### src/rtl/core/ttwa_pkg.sv
// ----------------------------------------------------------------------------
// ttwa_pkg
// shared widths, codes and parameter defaults of the tiled texture write
// address core
// ----------------------------------------------------------------------------
package ttwa_pkg;

  localparam int ADDR_W   = 25;
  localparam int COORD_W  = 10;
  localparam int PIXEL_W  = 32;
  localparam int WORD_W   = 16;
  localparam int BE_W     = 2;
  localparam int WLOG2_W  = 4;
  localparam int TEXEL_W  = 4;

  localparam int IN_DATA_W  = 80;
  localparam int OUT_DATA_W = 48;

  localparam int DEF_MEM_WORDS      = 16777216;
  localparam int DEF_MAX_WIDTH_LOG2 = 10;

  typedef enum logic [1:0] {
    FMT_RGB565   = 2'd0,
    FMT_RGBA8888 = 2'd1,
    FMT_R8       = 2'd2,
    FMT_LINEAR   = 2'd3
  } tex_format_t;

  typedef enum logic [1:0] {
    REG_BASE_ADDR      = 2'd0,
    REG_WIDTH_LOG2     = 2'd1,
    REG_TEXTURE_FORMAT = 2'd2,
    REG_UNUSED         = 2'd3
  } reg_index_t;

  localparam logic [BE_W-1:0] BE_LOW  = 2'b01;
  localparam logic [BE_W-1:0] BE_HIGH = 2'b10;
  localparam logic [BE_W-1:0] BE_WORD = 2'b11;

endpackage

### src/rtl/core/tiled_texture_write_address_core.sv
// ----------------------------------------------------------------------------
// tiled_texture_write_address_core
// turns texels or linear words into 16-bit memory write commands for a
// texture stored in 4x4 texel blocks
// ----------------------------------------------------------------------------
// Usage:
//   s_* stream carries one texel or linear word per transaction; m_* stream
//   carries write commands, m_tlast marks the final write of an input.
//   cfg_* writes base_addr (0), width exponent (1), texture_format (2); index
//   3 is ignored. cfg_ready is always high; write only while the core is idle.
// Pipeline: three register stages; an input passes stage 1, stage 2 and the
//   output register (stage 3) before its first write leaves.
// Throughput: one input per cycle for RGB565, R8 and linear unless the output
//   stalls; RGBA8888 takes the next input only when its second beat is taken.
// Stall: when the output stage holds a write that is not taken, the whole
//   pipeline holds and s_tready drops in the same cycle; nothing is lost.
// Reset: rst clears all valid bits and the config registers to zero (RGB565,
//   base 0, width exponent 0).
// ----------------------------------------------------------------------------
module tiled_texture_write_address_core #(
  parameter int MEM_WORDS      = ttwa_pkg::DEF_MEM_WORDS,
  parameter int MAX_WIDTH_LOG2 = ttwa_pkg::DEF_MAX_WIDTH_LOG2
) (
  input  logic                               clk,
  input  logic                               rst,
  // config write channel
  input  logic                               cfg_valid,
  output logic                               cfg_ready,
  input  logic [1:0]                         cfg_index,
  input  logic [ttwa_pkg::ADDR_W-1:0]        cfg_data,
  // texel_x[9:0], texel_y[19:10], pixel_value[51:20], word_index[76:52]
  input  logic                               s_tvalid,
  output logic                               s_tready,
  input  logic [ttwa_pkg::IN_DATA_W-1:0]     s_tdata,
  // wr_addr[24:0], word_data[40:25], byte_enable[42:41], write_valid[43]
  output logic                               m_tvalid,
  input  logic                               m_tready,
  output logic [ttwa_pkg::OUT_DATA_W-1:0]    m_tdata,
  output logic                               m_tlast
);
  import ttwa_pkg::*;

  localparam int BLK_W = MAX_WIDTH_LOG2 + 6;
  localparam logic [ADDR_W:0] MEM_LIMIT = (ADDR_W+1)'(MEM_WORDS);
  localparam logic [WLOG2_W-1:0] MAX_WL = WLOG2_W'(MAX_WIDTH_LOG2);

  // config registers
  logic [ADDR_W-1:0]  base_addr;
  logic [WLOG2_W-1:0] tex_wlog2;
  tex_format_t        texture_format;

  assign cfg_ready = 1'b1;

  always_ff @(posedge clk) begin
    if (rst) begin
      base_addr      <= '0;
      tex_wlog2      <= '0;
      texture_format <= FMT_RGB565;
    end else if (cfg_valid) begin
      case (reg_index_t'(cfg_index))
        REG_BASE_ADDR:      base_addr      <= cfg_data;
        REG_WIDTH_LOG2:     tex_wlog2      <= cfg_data[WLOG2_W-1:0];
        REG_TEXTURE_FORMAT: texture_format <= tex_format_t'(cfg_data[1:0]);
        default: ;
      endcase
    end
  end

  // input unpack
  logic [COORD_W-1:0] in_x, in_y;
  logic [PIXEL_W-1:0] in_pix;
  logic [ADDR_W-1:0]  in_widx;
  assign in_x    = s_tdata[9:0];
  assign in_y    = s_tdata[19:10];
  assign in_pix  = s_tdata[51:20];
  assign in_widx = s_tdata[76:52];

  // pipeline control
  logic s1_valid, s2_valid, s3_valid;
  logic s3_two, s3_beat;
  logic out_done, advance;

  assign out_done = m_tvalid && m_tready && (!s3_two || s3_beat);
  assign advance  = !s3_valid || out_done;
  assign s_tready = advance;

  // stage 1: block and texel index
  logic [WLOG2_W-1:0] wl_clamped, blk_shift;
  logic [BLK_W-1:0]   blk_next;
  logic [BLK_W-1:0]   s1_blk;
  logic [TEXEL_W-1:0] s1_texel;
  logic [PIXEL_W-1:0] s1_pix;
  logic [ADDR_W-1:0]  s1_widx;

  always_comb begin
    wl_clamped = (tex_wlog2 > MAX_WL) ? MAX_WL : tex_wlog2;
    blk_shift  = (wl_clamped >= WLOG2_W'(2)) ? wl_clamped - WLOG2_W'(2) : '0;
    blk_next   = (BLK_W'(in_y[COORD_W-1:2]) << blk_shift) | BLK_W'(in_x[COORD_W-1:2]);
  end

  always_ff @(posedge clk) begin
    if (rst) begin
      s1_valid <= 1'b0;
    end else if (advance) begin
      s1_valid <= s_tvalid;
    end
  end

  always_ff @(posedge clk) begin
    if (advance) begin
      s1_blk   <= blk_next;
      s1_texel <= {in_y[1:0], in_x[1:0]};
      s1_pix   <= in_pix;
      s1_widx  <= in_widx;
    end
  end

  // stage 2: address, data and lanes
  logic [ADDR_W-1:0] offset;
  logic [WORD_W-1:0] data_lo_next;
  logic [BE_W-1:0]   be_next;
  logic [ADDR_W-1:0] s2_addr;
  logic [WORD_W-1:0] s2_data_lo, s2_data_hi;
  logic [BE_W-1:0]   s2_be;
  logic              s2_two;

  always_comb begin
    offset       = ADDR_W'({s1_blk, s1_texel});
    data_lo_next = s1_pix[WORD_W-1:0];
    be_next      = BE_WORD;
    case (texture_format)
      FMT_RGB565:   offset = ADDR_W'({s1_blk, s1_texel});
      FMT_RGBA8888: offset = ADDR_W'({s1_blk, s1_texel, 1'b0});
      FMT_R8: begin
        offset = ADDR_W'({s1_blk, s1_texel[TEXEL_W-1:1]});
        if (s1_texel[0]) begin
          data_lo_next = {s1_pix[7:0], 8'h00};
          be_next      = BE_HIGH;
        end else begin
          data_lo_next = {8'h00, s1_pix[7:0]};
          be_next      = BE_LOW;
        end
      end
      FMT_LINEAR:   offset = s1_widx;
      default:      offset = s1_widx;
    endcase
  end

  always_ff @(posedge clk) begin
    if (rst) begin
      s2_valid <= 1'b0;
    end else if (advance) begin
      s2_valid <= s1_valid;
    end
  end

  always_ff @(posedge clk) begin
    if (advance) begin
      s2_addr    <= base_addr + offset;
      s2_data_lo <= data_lo_next;
      s2_data_hi <= s1_pix[PIXEL_W-1:WORD_W];
      s2_be      <= be_next;
      s2_two     <= (texture_format == FMT_RGBA8888);
    end
  end

  // stage 3: output register, one or two beats
  logic [ADDR_W-1:0] addr_hi_next;
  logic [ADDR_W-1:0] s3_addr_lo, s3_addr_hi;
  logic              s3_ok_lo, s3_ok_hi;
  logic [WORD_W-1:0] s3_data_lo, s3_data_hi;
  logic [BE_W-1:0]   s3_be;

  assign addr_hi_next = s2_addr + ADDR_W'(1);

  always_ff @(posedge clk) begin
    if (rst) begin
      s3_valid <= 1'b0;
      s3_beat  <= 1'b0;
    end else if (advance) begin
      s3_valid <= s2_valid;
      s3_beat  <= 1'b0;
    end else if (m_tvalid && m_tready) begin
      s3_beat <= 1'b1;
    end
  end

  always_ff @(posedge clk) begin
    if (advance) begin
      s3_addr_lo <= s2_addr;
      s3_addr_hi <= addr_hi_next;
      s3_ok_lo   <= {1'b0, s2_addr} < MEM_LIMIT;
      s3_ok_hi   <= {1'b0, addr_hi_next} < MEM_LIMIT;
      s3_data_lo <= s2_data_lo;
      s3_data_hi <= s2_data_hi;
      s3_be      <= s2_be;
      s3_two     <= s2_two;
    end
  end

  assign m_tvalid = s3_valid;
  assign m_tlast  = !s3_two || s3_beat;
  assign m_tdata  = s3_beat ? {4'h0, s3_ok_hi, s3_be, s3_data_hi, s3_addr_hi}
                            : {4'h0, s3_ok_lo, s3_be, s3_data_lo, s3_addr_lo};

endmodule

### config.mk
export PLATFORM = sky130hd
export DESIGN_NAME = tiled_texture_write_address_core
export DESIGN_NICKNAME = d
export VERILOG_FILES = /design/src/rtl/core/ttwa_pkg.sv /design/src/rtl/core/tiled_texture_write_address_core.sv
export SDC_FILE = /design/constraint.sdc
export NUM_CORES = 1
export LEC_CHECK = 0
export ABC_AREA = 1
export BUFFER_PORTS_ARGS = -buffer_cell sky130_fd_sc_hd__buf_2
export CORE_MARGIN = 5
export CORE_UTILIZATION = 55
export CTS_BUF_LIST = sky130_fd_sc_hd__clkbuf_8
export CTS_CLUSTER_SIZE = 20
export DETAILED_ROUTE_END_ITERATION = 12
export GPL_TIMING_DRIVEN = 0
export HOLD_SLACK_MARGIN = 0.15
export PLACE_DENSITY = 0.77
export SLEW_MARGIN = 20
export SYNTH_ARGS = -nofsm -noshare
export SYNTH_HDL_FRONTEND = slang
export SYNTH_SLANG_ARGS = --single-unit
### constraint.sdc
create_clock -name clk -period 18.1 [get_ports clk]
set_input_delay 1.81 -clock clk [delete_from_list [all_inputs] [get_ports clk]]
set_output_delay 1.81 -clock clk [all_outputs]
set_load 0.01 [all_outputs]
==> results of run 1 <==
path summary, 6_finish.rpt:
kind | from | to
setup / recovery | m_tready | s_tready
hold / removal | s2_data_hi[7] | s3_data_hi[7]
setup reg to reg | texture_format[0] | s2_addr[20]
hold reg to reg | s2_data_hi[7] | s3_data_hi[7]
layer usage:
layer,share of wire (%),up-vias,GRT usage (%)
li1,-,4308,-
met1,41,3908,27.6
met2,49,306,35.8
met3,6.8,66,3.76
met4,2.7,2,7.73
met5,0.050,-,0
flip-flops by register name (all words and copies together), names as in the netlist, 2 cells and up:
name and flops:
s1_pix 32, base_addr 25, s1_widx 25, s2_addr 25, s3_addr_hi 25, s3_addr_lo 25, s1_blk 16, s2_data_hi 16
s2_data_lo 16, s3_data_hi 16, s3_data_lo 16, s1_texel 4, tex_wlog2 4, s2_be 2, s3_be 2, texture_format 2
critical path, stage by stage:
cell and delay, ps:
buf_2 100, nand2_1 90, nand2_4 560, buf_16 340
buf_2 180
kinds of logic (layout without fill, tap and decap cells):
family / count (synthesis) / after routing
and+or+nand+nor: 526 / 526
DFF: 259 / 259
buffers and inverters: 149 / 382
AOI/OAI and AO/OA: 148 / 148
xor gates and xnor gates: 35 / 35
adders and majority gates: 27 / 27
other: 2 / 6
placed cells by master, fill, tap and decap left out, drive strengths merged, types with 2 or more instances in the layout:
cell     count
a21oi       41
a221oi      13
a31oi        2
and2         2
buf        173
clkbuf      59
clkinv      22
conb         5
dfxtp       35
edfxtp     224
ha          26
inv        126
nand2      322
nand3       60
nand3b       2
nand4       13
nor2       113
nor3        12
o2111ai      5
o211ai       8
o21ai       67
o21bai       5
xnor2       11
xor2        24
power breakdown:
part / switching (mW) / internal [mW] / total [mW]
Combinational: 0.130 / 0.0797 / 0.210
Clock: 0.220 / 0.233 / 0.454
Sequential: 0.0430 / 0.754 / 0.797
Total: 0.394 / 1.07 / 1.46
final cells by class:
type                    instances  area, um^2  area share [%]
flip-flops and latches        259        7430            53.9
multi-input cells             741        3770            27.4
repair buffers                158         858            6.23
clock buffers                  42         578            4.20
inverters                     117         439            3.19
well taps                     275         344            2.50
clock inverters                33         178            1.29
plain buffers                  32         169            1.23
diodes                          1        2.50          0.0182
==> reports/metrics.yaml, run 1 <==
cts_setup_buffers: 0
synth.area.mux_share_pct: 0
finalPower_mw: 1.46
holdPathStages: 0
yosysTopAreaCellShare_pct: 57.1
async_flop_share_pct: 0
layout-drive-gt1-share_pct: 18.5
synthCells: 1146
path_clk_slew_ps: 60
setup_slack_ps: 13200
setup-tns-final_ps: 0
worst_slew_pin_slew_ps: 782
antenna_found_initial: 2
rows: 53
synth_seq_cells: 259
skew_ps: 18.2
netlist_top_cells_area: "edfxtp_1, nand2_1, dfxtp_1"
drtIter0Drc: 736
place_ws_ps: 13160
setup_viol: 0
reg2reg_depth: 15
cts.sinks: 259
power_density_mw_per_mm2: 106
cp-end-kind: "output pin"
fin_area_mm2: 0.0138
synthFlopType: "edfxtp_1"
synth_largest_area_cell: "edfxtp_1"
port_buffers: 155
grt_use_total_pct: 21.2
viasPerCell: 5.18
yosys.area_share.simple_pct: 18.7
synth_area_mm2: 0.0118
ios: 164
cts-root-buf: "clkbuf_8"
synthMostInstantiatedCell: "nand2_1"
grt_max_degree: 64
drv_cap: 0
synth_top_family_by_area: "simple AND/OR/NAND/NOR gates"
nets: 1489
cp_max_fo: 57
hold_ws_ps: 415
status: "completed"
syn_avg_cell_area_um2: 10.3
final_util_pct: 65.3
cts-resized-gates: 0
stdcell_count: 1658
overflow: 0
grt_pass1_vias: 8359
cts_buffers: 41
p_leak_nw: 6.28
synth-compound-area-share_pct: 7.55
numPlacedInstances: 1582
post-route-drc-count: 0
fp.dieW_um: 156
peakVddDrop_v: 0.0000624
max_freq_mhz: 204
h-tree-depth: 2
drtAntennaViolNets: 0
area_growth_pct: 16.8
dpl.hpwl_um: 20100
yosys_warnings: 0
synth_enable_flop_cells: 224
drt_first_pass_iters: 5
synth-seq-area-share_pct: 63.0
hold_path_class: "register to register"
rsz0062_at_grt: "no"
grt_pass1_wl_um: 41200
core_area_mm2: 0.0211
required_ps: 16290
cp.arrival_ps: 3090
die_area_mm2: 0.0245
cts_tree: "yes"
netlist_top_cells_count: "nand2_1, edfxtp_1, inv_1, nor2_1, o21ai_0"
post-route-min-period_ps: 4900
die_h_um: 156
synth_cell_types: 46
vias: 8590
hold_viol: 0
synth_xor_area_share_pct: 2.60
slew_headroom_pct: 47.9
r2r_setup_slack_ps: 14860
clockBufferDepth: 3
routedWlPerCell_um: 15.8
gp_congestion: 0.944
hold_buffers: 0
start_util_pct: 55.9
placedInstanceArea_mm2: 0.0130
crit_type: "primary input to output pin"
critPathLaunchType: "primary input"
finalCritPeriodShare_pct: 27.1
routed_wl_um: 26200
drv_slew: 0
insertion_delay_ps: 540
synth_adder_area_share_pct: 2.93
nFillCells: 1710
No activity file was read; power rests on OpenSTA's default activity.
==> run 2, diff against run 1 <==
--- a/config.mk
+++ b/config.mk
@@ -8,13 +8,13 @@
 export ABC_AREA = 1
 export BUFFER_PORTS_ARGS = -buffer_cell sky130_fd_sc_hd__buf_2
 export CORE_MARGIN = 5
-export CORE_UTILIZATION = 55
+export CORE_UTILIZATION = 54
 export CTS_BUF_LIST = sky130_fd_sc_hd__clkbuf_8
 export CTS_CLUSTER_SIZE = 20
 export DETAILED_ROUTE_END_ITERATION = 12
 export GPL_TIMING_DRIVEN = 0
 export HOLD_SLACK_MARGIN = 0.15
-export PLACE_DENSITY = 0.77
+export PLACE_DENSITY = 0.79
 export SLEW_MARGIN = 20
 export SYNTH_ARGS = -nofsm -noshare
 export SYNTH_HDL_FRONTEND = slang
==> constraint.sdc (replaced) <==
create_clock -name clk -period 4 [get_ports clk]
set_input_delay 0.4 -clock clk [delete_from_list [all_inputs] [get_ports clk]]
set_output_delay 0.4 -clock clk [all_outputs]
set_load 0.01 [all_outputs]
==> run 2 against run 1 <==
Against the previous run: wire length rose by 13%; clock power rose to 4.6 times the previous value; count of clock-buffer cells in the layout rose by 4; first-iteration DRC count fell by 21%; via count rose by 6.1%; critical path type is now register to register; highest routed layer unchanged; combinational power rose to 5.0 times the previous value.
==> reports/metrics.yaml, run 2 (synthesis results as in run 1) <==
max_freq_mhz: 310
grt_pass1_vias: 8973  # +7.3%
h-tree-depth: 2  # unchanged
overflow: 0  # unchanged
routed_wl_um: 29500  # +13%
nets: 1585  # +6.4%
cts_buffers: 42  # +2.4%
skew_ps: 44.3  # +26.1 ps
cts-resized-gates: 0  # unchanged
slew_headroom_pct: 61.1  # +13 points
cp_max_fo: 10  # -82%
routedWlPerCell_um: 16.7  # +5.8%
crit_type: "register to register"
insertion_delay_ps: 570  # +30 ps
finalPower_mw: 6.76  # +360%
p_leak_nw: 6.72  # +7.0%
hold_viol: 0  # unchanged
setup-tns-final_ps: 0  # unchanged
peakVddDrop_v: 0.000312  # +400%
viasPerCell: 5.17  # -0.28%
cp.arrival_ps: 3490  # +400 ps
drt_first_pass_iters: 5  # unchanged
post-route-min-period_ps: 3230
power_density_mw_per_mm2: 458  # +330%
grt_max_degree: 109  # +70%
drv_slew: 0  # unchanged
reg2reg_depth: 15  # unchanged
area_growth_pct: 25.1
final_common_cell: "nand2_1"
post-route-drc-count: 0  # unchanged
path_clk_slew_ps: 70  # about the same
numPlacedInstances: 1586  # +0.25%
worst_slew_pin_slew_ps: 583  # -199 ps
largest_reg_flops: 32  # unchanged
drtAntennaViolNets: 0  # unchanged
cts.sinks: 259  # unchanged
hold_path_class: "primary input to register"
vias: 9114  # +6.1%
grt_use_total_pct: 23.6  # +2.4 points
cts-root-buf: "clkbuf_8"
drtIter0Drc: 584  # -21%
cts_tree: "yes"
dpl.hpwl_um: 20100  # -0.22%
die_area_mm2: 0.0249  # +1.7%
drv_cap: 0  # unchanged
most-common-layout-cells: "nand2_1, edfxtp_1, buf_2"
critPathLaunchType: "register"
gp_congestion: 0.921  # -2.5%
hold_ws_ps: 234  # -180 ps
cts_setup_buffers: 0  # unchanged
stdcell_count: 1764  # +6.4%
setup_viol: 0  # unchanged
cp-end-kind: "register"
holdPathStages: 3  # +3
clockBufferDepth: 3  # unchanged
rsz0062_at_grt: "no"
port_buffers: 155  # unchanged
regMostFlops: "s1_pix"
die_h_um: 158  # +0.86%
core_area_mm2: 0.0217  # +2.8%
ios: 164  # unchanged
rows: 54  # +1.9%
required_ps: 4270  # -12,020 ps
antenna_found_initial: 4  # +2
grt_pass1_wl_um: 45900  # +11%
layout-drive-gt1-share_pct: 17.1  # -1.4 points
status: "completed"
fp.dieW_um: 158  # +0.86%
start_util_pct: 54.3  # -1.5 points
finalCritPeriodShare_pct: 80.7
r2r_setup_slack_ps: 770  # -14,090 ps
run 2: cell count changes in the layout (fill, tap and decap cells not counted), moves of 3 or more:
cell           delta
inv_1            +14
diode_2           +3
clkinv_2          -4
clkbuf_8          +4
clkinv_1         -10
dlygate4sd3_1    +96
run 2: what timing repair did:
item / CTS / global route
hold endpoints to repair: 99 / 0
hold buffers: 96 / 0
endpoints found under the setup margin: 0 / 0
run 2: metal layers:
metal,vias to the layer above,part of all wire [%],routed length (um),track usage [%]
met5,-,0.044,13,0
met4,2,4.0,1180,10.4
met3,94,5.8,1720,4.24
met2,366,50,14800,41.4
met1,4159,40,11700,28.5
li1,4493,-,-,-
run 2: where the power goes:
part           internal, mW  switching [mW]
combinational         0.421           0.621
clock                  1.07            1.04
sequential             3.41           0.197
run 2: layout make-up:
cell class                 instances  area [um^2]
antenna                            4         10.0
buffer                            32          169
clock buffer                      46          633
clock inverter                    32          150
fill                            1556         6940
inverter                         117          439
multi-input combinational        741         3780
sequential                       259         7430
tap                              280          350
timing repair buffer             253         1790
run 2: through the flow:
step / worst slack, ps / utilization [%] / area, um^2
floorplan: 1010 / - / 11800
global placement: 113 / 59.6 / 12900
detailed placement: 857 / 59.9 / 13000
CTS: 830 / 68.0 / 14700
global route: 559 / 68.0 / 14700
finish: 772 / 68.0 / 14800
run 2: final timing paths:
kind | from | to
worst max-delay path | s1_texel[0] | s2_addr[16]
worst min-delay path | cfg_data[1] | base_addr[1]
worst max register to register | s1_texel[0] | s2_addr[16]
worst min register to register | s2_data_lo[12] | s3_data_lo[12]
run 2: worst max-delay path, stage by stage, from the launching register on:
cell,delay (ps)
edfxtp_1,330
clkbuf_1,380
inv_1,160
a221oi_1,370
ha_1,230
inv_1,60
fa_1,390
nand3b_1,170
nand2_1,160
nand2_1,70
nand3_1,190
inv_1,70
nor2_1,130
nor2_1,50
nand2_1,60
nand2_1,100
==> run 3, diff against run 2 <==
--- a/config.mk
+++ b/config.mk
@@ -8,13 +8,13 @@
 export ABC_AREA = 1
 export BUFFER_PORTS_ARGS = -buffer_cell sky130_fd_sc_hd__buf_2
 export CORE_MARGIN = 5
-export CORE_UTILIZATION = 54
+export CORE_UTILIZATION = 55
 export CTS_BUF_LIST = sky130_fd_sc_hd__clkbuf_8
 export CTS_CLUSTER_SIZE = 20
 export DETAILED_ROUTE_END_ITERATION = 12
 export GPL_TIMING_DRIVEN = 0
 export HOLD_SLACK_MARGIN = 0.15
-export PLACE_DENSITY = 0.79
+export PLACE_DENSITY = 0.77
 export SLEW_MARGIN = 20
 export SYNTH_ARGS = -nofsm -noshare
 export SYNTH_HDL_FRONTEND = slang
==> constraint.sdc (replaced) <==
create_clock -name clk -period 3 [get_ports clk]
set_input_delay 0.3 -clock clk [delete_from_list [all_inputs] [get_ports clk]]
set_output_delay 0.3 -clock clk [all_outputs]
set_load 0.01 [all_outputs]
==> run 3 against run 2 <==
Against the previous run: count of clock-buffer cells in the layout grew 3; critical path type unchanged; global-route usage grew 1.2 points; wire length increased by 5.2%; critical endpoint is now s2_addr[18]; clock power increased by 36%; highest routed layer is now met4; die area down 1.7%; setup slack worse by 630 ps; hold slack got worse by 49 ps; critical path depth shrank 1; sequential share of layout area decreased by 0.71 points; register-to-register slack worse by 630 ps; final cell count about the same.
==> reports/metrics.yaml, run 3 (synthesis results as in run 1) <==
post-route-drc-count: 0  # unchanged
setup_viol: 0  # unchanged
largest_reg_flops: 32  # unchanged
fp.dieW_um: 156  # -0.86%
cts-root-buf: "clkbuf_8"
cp-end-kind: "register"
vias: 9475  # +4.0%
met3_length_um: 2310  # +34%
layout-drive-gt1-share_pct: 19.1  # +2.0 points
critPathLaunchType: "register"
hold_viol: 0  # unchanged
post-route-min-period_ps: 2860  # -371 ps
placedInstanceArea_mm2: 0.0130  # about the same
start_util_pct: 55.9  # +1.5 points
path_clk_slew_ps: 70  # about the same
antenna_found_initial: 0  # -4
place_ws_ps: -157  # -1010 ps
top_layer: "met4"
required_ps: 3290  # -980 ps
regMostFlops: "s1_pix"
drv_cap: 0  # unchanged
viasPerCell: 5.37  # +3.9%
die_area_mm2: 0.0245  # -1.7%
most-common-layout-cells: "nand2_1, edfxtp_1, buf_2"
slew_headroom_pct: 58.3  # -2.8 points
grt_use_total_pct: 24.8  # +1.2 points
routedWlPerCell_um: 17.6  # +5.1%
max_freq_mhz: 350  # +13%
final_common_cell: "nand2_1"
setup_slack_ps: 143  # -629 ps
skew_ps: 21.9  # -22.3 ps
m1WireLength_um: 11600  # -0.75%
grt_pass1_vias: 9225  # +2.8%
insertion_delay_ps: 550  # -20 ps
clockBufferDepth: 3  # unchanged
h-tree-depth: 2  # unchanged
port_buffers: 155  # unchanged
worst_slew_pin_slew_ps: 625  # +41.7 ps
routed_wl_um: 31000  # +5.2%
drtAntennaViolNets: 0  # unchanged
core_area_mm2: 0.0211  # -2.8%
finalCritPeriodShare_pct: 95.2  # +15 points
crit_type: "register to register"
drv_slew: 0  # unchanged
cts.sinks: 259  # unchanged
grt_max_degree: 107  # -1.8%
p_leak_nw: 6.78  # +0.86%
die_h_um: 156  # -0.86%
grt_pass1_wl_um: 47500  # +3.5%
ios: 164  # unchanged
peakVddDrop_v: 0.000437  # +40%
met2_length_um: 15800  # +6.5%
hold_path_class: "primary input to register"
cp.arrival_ps: 3150  # -340 ps
power_density_mw_per_mm2: 611  # +33%
fin_area_mm2: 0.0150  # +1.5%
drtIter0Drc: 747  # +28%
rows: 53  # -1.9%
overflow: 0  # unchanged
nets: 1596  # +0.69%
dpl.hpwl_um: 20200  # +0.70%
drt_first_pass_iters: 5  # unchanged
nFillCells: 1478  # -5.0%
status: "completed"
cts_tree: "yes"
cp_max_fo: 7  # -3
area_growth_pct: 27.0
cts_buffers: 41  # -2.4%
gp_congestion: 0.953  # +3.5%
run 3: cell types whose count changed in the layout (fill, tap and decap cells not counted), moves of 3 or more:
cell,change
buf_4,+6
dlygate4sd3_1,+6
diode_2,-3
nand2_1,-4
ha_1,-4
o21ai_1,+6
inv_1,-9
nand2_2,+4
clkbuf_8,+3
ha_2,+4
o21ai_0,-6
run 3: power breakdown:
part / internal [mW] / switching (mW)
clock network: 1.49 / 1.39
logic: 0.594 / 0.858
registers: 4.55 / 0.269
run 3: stage by stage:
stage	cells	hold slack (ps)	util (%)	TNS [ps]	total power [mW]
finish	1765	185	71.0	0	9.15
CTS	1757	164	70.3	-8.76	9.10
global route	1764	205	71.0	-58.3	9.58
floorplan	1149	369	-	0	5.63
global placement	1579	400	61.3	-139920	6.09
detailed placement	1581	405	61.6	-636	6.15
run 3: path summary, 6_finish.rpt:
| path | start | endpoint | slack [ps] | depth (start not counted) |
|---|---|---|---|---|
| hold / removal | s_tdata[18] | s1_blk[14] | 190 | 3 |
| hold reg to reg | s2_data_hi[5] | s3_data_hi[5] | 410 | 0 |
| setup / recovery | s1_texel[0] | s2_addr[18] | 140 | 14 |
| setup reg to reg | s1_texel[0] | s2_addr[18] | 140 | 14 |
run 3: cell type report:
type,instances,area [um^2],share of cell area (%)
inverter,117,442,2.95
sequential,259,7430,49.6
tap,275,344,2.30
clock buffer,49,674,4.51
multi-input combinational,741,3850,25.7
buffer,31,174,1.16
timing repair buffer,266,1920,12.8
clock inverter,26,125,0.836
antenna,1,2.50,0.0167
run 3: worst max-delay path, cell delays in order, from the launching register on:
cell,delay [ps]
edfxtp_1,510
inv_1,170
a221oi_4,340
ha_2,220
inv_1,60
fa_2,360
nand3b_1,190
nand2_2,130
nand2_1,90
nand2_2,110
nand2_1,60
nand2_1,100
nand2_1,100
nand3_1,80
nand2_1,100
run 3: layer usage:
layer  vias to the layer above  GRT usage [%]
met1                      4361           30.3
met2                       488           43.6
met3                       104           4.81
met5                         -              0
met4                         0           9.50
li1                       4522              -
run 3: timing repair:
item                                    4_1_cts  5_1_grt
gates cloned                                  0        1
endpoints found under the setup margin       11       20
pin swaps                                     0        6
setup buffers                                 0        6
hold endpoints to repair                    104        0
gates resized for setup                       7       28
hold buffers                                102        0
